**src/rtl/cfi_pkg.sv**
```systemverilog
package cfi_pkg;

	// table capacity
	localparam int MAX_BLOCKS = 256;
	localparam int MAX_EDGES  = 1024;

	localparam int BLK_AW  = $clog2(MAX_BLOCKS);
	localparam int BCNT_W  = $clog2(MAX_BLOCKS + 1);
	localparam int EDGE_AW = $clog2(MAX_EDGES);
	localparam int ECNT_W  = $clog2(MAX_EDGES + 1);

	// block entry: {id, first edge, edge total}
	localparam int BLK_W = 32 + EDGE_AW + ECNT_W;

	typedef logic [1:0] cmd_code_t;
	localparam cmd_code_t CMD_CLEAR  = 2'd0;
	localparam cmd_code_t CMD_OPEN   = 2'd1;
	localparam cmd_code_t CMD_APPEND = 2'd2;
	localparam cmd_code_t CMD_CHECK  = 2'd3;

	typedef logic [2:0] status_t;
	localparam status_t ST_OK      = 3'd0;
	localparam status_t ST_ZERO    = 3'd1;
	localparam status_t ST_UNKNOWN = 3'd2;
	localparam status_t ST_NOEDGE  = 3'd3;
	localparam status_t ST_FULL    = 3'd4;

	// controller -> datapath
	typedef struct packed {
		logic    clear;
		logic    open;
		logic    append;
		logic    capture;
		logic    blk_issue;
		logic    edge_start;
		logic    edge_issue;
		logic    finish;
		logic    fin_allowed;
		status_t fin_status;
	} cfi_ctl_t;

	// datapath -> controller
	typedef struct packed {
		logic hs_zero;
		logic blk_full;
		logic edge_full;
		logic no_block;
		logic blk_more;
		logic id_hit;
		logic edge_more;
		logic edge_hit;
	} cfi_sts_t;

endpackage

```
**src/rtl/cfi_ctrl.sv**
```systemverilog
module cfi_ctrl
	import cfi_pkg::*;
(
	input  logic      clk,
	input  logic      arst_n,
	input  logic      start,
	input  cmd_code_t command,
	input  cfi_sts_t  sts,
	output cfi_ctl_t  ctl,
	output logic      busy
);

	localparam logic [1:0] S_IDLE  = 2'd0;
	localparam logic [1:0] S_BSCAN = 2'd1;
	localparam logic [1:0] S_ESCAN = 2'd2;

	logic [1:0] state_q, state_d;
	logic       pend_q, pend_d;  // a table read was issued last cycle

	assign busy = (state_q != S_IDLE);

	always_comb begin
		ctl     = '0;
		state_d = state_q;
		pend_d  = pend_q;
		unique case (state_q)
			S_IDLE: begin
				if (start) begin
					unique case (command)
						CMD_CLEAR: begin
							ctl.clear      = 1'b1;
							ctl.finish     = 1'b1;
							ctl.fin_status = ST_OK;
						end
						CMD_OPEN: begin
							ctl.finish = 1'b1;
							if (sts.blk_full) begin
								ctl.fin_status = ST_FULL;
							end else begin
								ctl.open       = 1'b1;
								ctl.fin_status = ST_OK;
							end
						end
						CMD_APPEND: begin
							ctl.finish = 1'b1;
							if (sts.no_block) begin
								ctl.fin_status = ST_UNKNOWN;
							end else if (sts.edge_full) begin
								ctl.fin_status = ST_FULL;
							end else begin
								ctl.append     = 1'b1;
								ctl.fin_status = ST_OK;
							end
						end
						CMD_CHECK: begin
							if (sts.hs_zero) begin
								ctl.finish     = 1'b1;
								ctl.fin_status = ST_ZERO;
							end else begin
								ctl.capture = 1'b1;
								pend_d      = 1'b0;
								state_d     = S_BSCAN;
							end
						end
						default: ;
					endcase
				end
			end
			S_BSCAN: begin
				if (pend_q && sts.id_hit) begin
					ctl.edge_start = 1'b1;
					pend_d         = 1'b0;
					state_d        = S_ESCAN;
				end else if (sts.blk_more) begin
					ctl.blk_issue = 1'b1;
					pend_d        = 1'b1;
				end else begin
					ctl.finish     = 1'b1;
					ctl.fin_status = ST_UNKNOWN;
					state_d        = S_IDLE;
				end
			end
			S_ESCAN: begin
				if (pend_q && sts.edge_hit) begin
					ctl.finish      = 1'b1;
					ctl.fin_allowed = 1'b1;
					ctl.fin_status  = ST_OK;
					state_d         = S_IDLE;
				end else if (sts.edge_more) begin
					ctl.edge_issue = 1'b1;
					pend_d         = 1'b1;
				end else begin
					ctl.finish     = 1'b1;
					ctl.fin_status = ST_NOEDGE;
					state_d        = S_IDLE;
				end
			end
			default: begin
				state_d = S_IDLE;
			end
		endcase
	end

	always_ff @(posedge clk or negedge arst_n) begin
		if (!arst_n) begin
			state_q <= S_IDLE;
			pend_q  <= 1'b0;
		end else begin
			state_q <= state_d;
			pend_q  <= pend_d;
		end
	end

endmodule

```
**config.mk**
```make
export PLATFORM = sky130hd
export DESIGN_NAME = cfi_ctrl
export DESIGN_NICKNAME = d
export VERILOG_FILES = /design/src/rtl/cfi_pkg.sv /design/src/rtl/cfi_ctrl.sv
export SDC_FILE = /design/constraint.sdc
export NUM_CORES = 1
export LEC_CHECK = 0
export BUFFER_PORTS_ARGS = -buffer_cell sky130_fd_sc_hd__buf_2
export CELL_PAD_IN_SITES_DETAIL_PLACEMENT = 1
export CELL_PAD_IN_SITES_GLOBAL_PLACEMENT = 1
export CORE_MARGIN = 2
export CORE_UTILIZATION = 26
export DETAILED_ROUTE_END_ITERATION = 8
export GPL_TIMING_DRIVEN = 0
export PLACE_DENSITY = 0.77
export REMOVE_ABC_BUFFERS = 1
export SLEW_MARGIN = 25
export SYNTH_ARGS = -nofsm -noshare
export SYNTH_HDL_FRONTEND = slang
export SYNTH_SLANG_ARGS = --single-unit
```
**constraint.sdc**
```tcl
create_clock -name clk -period 2.1 [get_ports clk]
set_input_delay 0.105 -clock clk [delete_from_list [all_inputs] [get_ports clk]]
set_output_delay 0.105 -clock clk [all_outputs]
set_load 0.01 [all_outputs]
```
==> report_table.html <==
<table>
<tr><th>Metric</th><th>Value</th></tr>
<tr><th colspan="2">Run status</th></tr>
<tr><td>Outcome</td><td>finished, final reports clean</td></tr>
<tr><th colspan="2">Routing</th></tr>
<tr><td>Antenna viol nets, final</td><td>0</td></tr>
<tr><td># DRC</td><td>0</td></tr>
<tr><td>Detail-routed net length per standard cell</td><td>12.29 um</td></tr>
<tr><td>Router iterations before antenna repair</td><td>2</td></tr>
<tr><td>Vias per inst</td><td>4.926</td></tr>
<tr><td>Final wirelength</td><td>1168 um</td></tr>
<tr><td>DR iter-0 viols</td><td>1</td></tr>
<tr><td>Vias</td><td>468</td></tr>
<tr><th colspan="2">Critical path</th></tr>
<tr><td>Launch instance of the worst register-to-register path</td><td>state_q[1]</td></tr>
<tr><td>Kind of launch point of the worst setup path</td><td>flop</td></tr>
<tr><td>Slowest cell on the critical path</td><td>dfrtp_1</td></tr>
<tr><td>Maximum cell stage delay along the critical path</td><td>0.40 ns</td></tr>
<tr><td>Required time at the endpoint of the critical path</td><td>2.00 ns</td></tr>
<tr><td>RR Endpoint</td><td>state_q[1]</td></tr>
<tr><td>Count of buffer and inverter cells on the critical path</td><td>2</td></tr>
<tr><td>Endpoint class of the critical path</td><td>output pin</td></tr>
<tr><td>Maximum net fanout on the critical path</td><td>4</td></tr>
<tr><td>Reg2reg path depth</td><td>6</td></tr>
<tr><td>Class of the most critical setup path</td><td>reg -&gt; out</td></tr>
<tr><td>Minimum setup slack among reg-to-reg paths</td><td>0.40 ns</td></tr>
<tr><td>Arrival time at the worst endpoint</td><td>1.81 ns</td></tr>
<tr><td>Critical path endpoint</td><td>ctl[4]</td></tr>
<tr><td>Stages on worst setup path</td><td>7</td></tr>
<tr><td>Timing startpoint of the critical path</td><td>state_q[1]</td></tr>
<tr><td>Delay-heaviest family, CP</td><td>compound AO/OA/AOI/OAI gates</td></tr>
<tr><td>Most Frequent Cell on Critical Path</td><td>a21oi_1</td></tr>
<tr><td>Cell-by-cell listing of the critical path</td><td>inv_1 &gt; ha_1 &gt; a21boi_1 &gt; nor2b_2 &gt; a21oi_1 &gt; a21oi_1 &gt; buf_2</td></tr>
<tr><th colspan="2">Floorplanning</th></tr>
<tr><td>Std-Cell Rows</td><td>14</td></tr>
<tr><td>Floorplan die width</td><td>43.00 um</td></tr>
<tr><td>Die Height</td><td>43.00 um</td></tr>
<tr><td>DIE AREA</td><td>1849 um^2</td></tr>
<tr><td>Starting density of the core</td><td>0.2687</td></tr>
<tr><td>Count of boundary I/O pins</td><td>26</td></tr>
<tr><td>Core Region</td><td>1471 um^2</td></tr>
<tr><th colspan="2">Power and ir drop</th></tr>
<tr><td>Proportion of power drawn by flip-flops and latches</td><td>0.204</td></tr>
<tr><td>Total net switching power</td><td>0.0001929 W</td></tr>
<tr><td>Standby leakage power</td><td>0.3104 nW</td></tr>
<tr><td>Combinational Power Share</td><td>0.580</td></tr>
<tr><td>Fraction of power spent switching nets</td><td>0.4218</td></tr>
<tr><td>Relative contribution of the clock network to total power</td><td>0.217</td></tr>
<tr><td>VDD IR max</td><td>0.0005078 V</td></tr>
<tr><td>PwrDens</td><td>789.5 nW/um^2</td></tr>
<tr><td>Total power draw</td><td>0.0004573 W</td></tr>
<tr><td>Cell-internal power</td><td>0.0002644 W</td></tr>
<tr><th colspan="2">Worst hold path</th></tr>
<tr><td>Classification of the worst-slack hold path</td><td>in -&gt; async</td></tr>
<tr><th colspan="2">STA</th></tr>
<tr><td>Clk_skew</td><td>0.001840 ns</td></tr>
<tr><td>RSZ-0062 raised after global routing</td><td>false</td></tr>
<tr><td>Fraction of the cycle the final worst path needs</td><td>0.9134</td></tr>
<tr><td>Post-route minimum period</td><td>1.918 ns</td></tr>
<tr><td>Final total negative setup slack</td><td>0 ns</td></tr>
<tr><td>Final number of hold-violating endpoints</td><td>0</td></tr>
<tr><td>Count of endpoints failing setup in the final report</td><td>0</td></tr>
<tr><td>Actual slew at the worst max-slew pin</td><td>0.2897 ns</td></tr>
<tr><td>Relative slew slack</td><td>0.8041</td></tr>
<tr><td>Highest attainable clock frequency</td><td>521.3 MHz</td></tr>
<tr><td>Number of max-slew violations in the final report</td><td>0</td></tr>
<tr><td>Fin Hold WS</td><td>0.2121 ns</td></tr>
<tr><th colspan="2">Yosys</th></tr>
<tr><td>Post-Synthesis Mean Instance Area</td><td>8.069 um^2</td></tr>
<tr><td>Cells after Synth</td><td>49</td></tr>
<tr><td>Post-synth design cell area</td><td>395.4 um^2</td></tr>
<tr><td>Unique masters post-synth</td><td>22</td></tr>
<tr><td>Async S/R FF share, synth</td><td>1.000</td></tr>
<tr><td>Largest area contributor in the synthesized netlist</td><td>dfrtp_1</td></tr>
<tr><td>Share of the synthesized area in the top cell type</td><td>0.1899</td></tr>
<tr><td>Count of flip-flops with a built-in enable after synthesis</td><td>0</td></tr>
<tr><td>Part of the Yosys area used for sequential elements</td><td>0.1899</td></tr>
<tr><td>Flip-flop and latch count after synthesis</td><td>3</td></tr>
<tr><td>Cell types with the highest counts after synthesis</td><td>a21oi_1 (5), inv_1 (5), ha_1 (4), nand2_1 (4)</td></tr>
<tr><td>Top cells by area, synth</td><td>dfrtp_1 (19%), ha_1 (13%), a2111oi_4 (7.0%)</td></tr>
<tr><td>Synth Flop Type</td><td>dfrtp_1</td></tr>
<tr><td>YS warnings</td><td>0</td></tr>
<tr><th colspan="2">Clocking</th></tr>
<tr><td>Maximum count of clock buffers along a single path</td><td>2</td></tr>
<tr><td>CTS tree</td><td>yes</td></tr>
<tr><td>TritonCTS sink count</td><td>3</td></tr>
<tr><td>Worst-path clk slew</td><td>0.04 ns</td></tr>
<tr><td>CTS buffer count</td><td>3</td></tr>
<tr><td>Root buffer selected by CTS</td><td>clkbuf_4</td></tr>
<tr><td>Insertion delay to the later sink of the worst-skew pair</td><td>0.23 ns</td></tr>
<tr><td>CTS H-tree depth</td><td>1</td></tr>
<tr><th colspan="2">Global route</th></tr>
<tr><td>Antenna violations before repair</td><td>0</td></tr>
<tr><td>Number of global-route vias before repair</td><td>455</td></tr>
<tr><td>Grt total ovfl</td><td>0</td></tr>
<tr><td>Overall track demand over capacity in global routing</td><td>0.1378</td></tr>
<tr><td>Largest net degree at the start of global routing</td><td>9</td></tr>
<tr><td>Wire length of the first global-routing pass</td><td>1876 um</td></tr>
<tr><th colspan="2">Placed design</th></tr>
<tr><td>Global placer's final weighted congestion</td><td>0.7423</td></tr>
<tr><td>Port buffer count</td><td>25</td></tr>
<tr><td>Sum of net half-perimeters after detailed placement</td><td>998.3 um</td></tr>
<tr><th colspan="2">Run</th></tr>
<tr><td>Number of max-capacitance violations reported</td><td>0</td></tr>
<tr><th colspan="2">Layout</th></tr>
<tr><td>Fraction of final layout cells sized beyond drive strength 1</td><td>0.4051</td></tr>
<tr><td>Final net count</td><td>97</td></tr>
<tr><td>Area of combinational cells with multiple inputs</td><td>304.0 um^2</td></tr>
<tr><td>Reg area</td><td>75.07 um^2</td></tr>
<tr><td>Antenna Cells</td><td>0</td></tr>
<tr><td>Area Growth Syn to Fin</td><td>46.52%</td></tr>
<tr><td>Total of fill cells in the finished design</td><td>206</td></tr>
</table>
[state kept, by name, summed over array words and instances (netlist names)]
register,count
pend_q,1
state_q,2
[layout make-up]
cell class	count	share of cell area
Inverter	5	0.03240
Multi-Input combinational cell	41	0.5248
Timing Repair Buffer	26	0.2333
Clock buffer	4	0.04536
Sequential cell	3	0.1296
Tap cell	16	0.03456
[what timing repair did]
item / in CTS / in global routing
setup buffers: 0 / 0
resized for setup: 0 / 1
hold buffers: 1 / 0
setup endpoints to repair: 0 / 2
hold endpoints to repair: 3 / 0
[through the flow]
stage | area, um^2 | instances | utilization | setup WS [ns]
floorplan | 395.4 | 49 | - | 0.5084
global placement | 540.5 | 90 | 0.3673 | 0.3847
detailed placement | 540.5 | 90 | 0.3673 | 0.3245
CTS | 576.8 | 95 | 0.3920 | 0.07610
global route | 579.3 | 95 | 0.3937 | 0.008119
finish | 579.3 | 95 | 0.3937 | 0.1818
[worst min-delay path by stage]
stage               startpoint          to  slack [ns]  depth (start not counted)
finish                  arst_n      pend_q        0.21                          2
global route            arst_n      pend_q        0.24                          2
CTS                     arst_n      pend_q        0.20                          2
detailed placement      arst_n      pend_q        -0.1                          1
global placement        arst_n  state_q[1]       -0.10                          1
floorplan               arst_n      pend_q       -0.19                          0
[cells by family after synthesis]
family,count (synthesis),share of synthesized area
adders and majority gates,4,0.1266
and+or+nand+nor,21,0.3133
DFF,3,0.1899
muxes,2,0.05380
buffers and inverters,5,0.04747
AOI/OAI and AO/OA,14,0.2690
[cells in the final DEF, fill, tap and decap left out]
cell type,synthesis,final
ha_1,4,4
clkbuf_4,0,3
inv_1,5,5
a21oi_2,1,1
mux2_2,1,1
o21ai_0,2,2
nor2_1,2,2
a21boi_1,1,1
a21oi_1,5,5
dlygate4sd3_1,0,1
and3_1,3,3
nor2b_2,0,1
buf_2,0,25
nor4b_1,3,3
nand4_1,1,1
nand2_1,4,4
dfrtp_1,3,3
a31oi_1,3,3
mux2i_1,1,1
a2111oi_4,1,1
nor3_1,3,3
a32oi_1,1,1
and2_1,2,2
nand3b_1,1,1
and3b_1,1,1
clkbuf_1,0,1
[power by group through the flow]
stage | logic [W] | registers, W | clock network (W)
after detailed placement | 0.000264 | 0.0000938 | 0
after floorplan | 0.000180 | 0.0000883 | 0
after global placement | 0.000261 | 0.0000921 | 0
after CTS | 0.000269 | 0.0000930 | 0.000103
final | 0.000265 | 0.0000931 | 0.0000991
after global routing | 0.000295 | 0.0000962 | 0.000108
[routing by layer]
layer / wire length [um] / GRT usage / part of all wire / vias to the layer above
met5: 0 / 0 / 0 / -
met4: 0 / 0.07273 / 0 / 0
met3: 39 / 0.01277 / 0.033 / 0
met2: 616 / 0.2485 / 0.53 / 8
met1: 512 / 0.1576 / 0.44 / 215
li1: - / - / - / 245
Note: power is estimated with default switching activity, not from simulation.
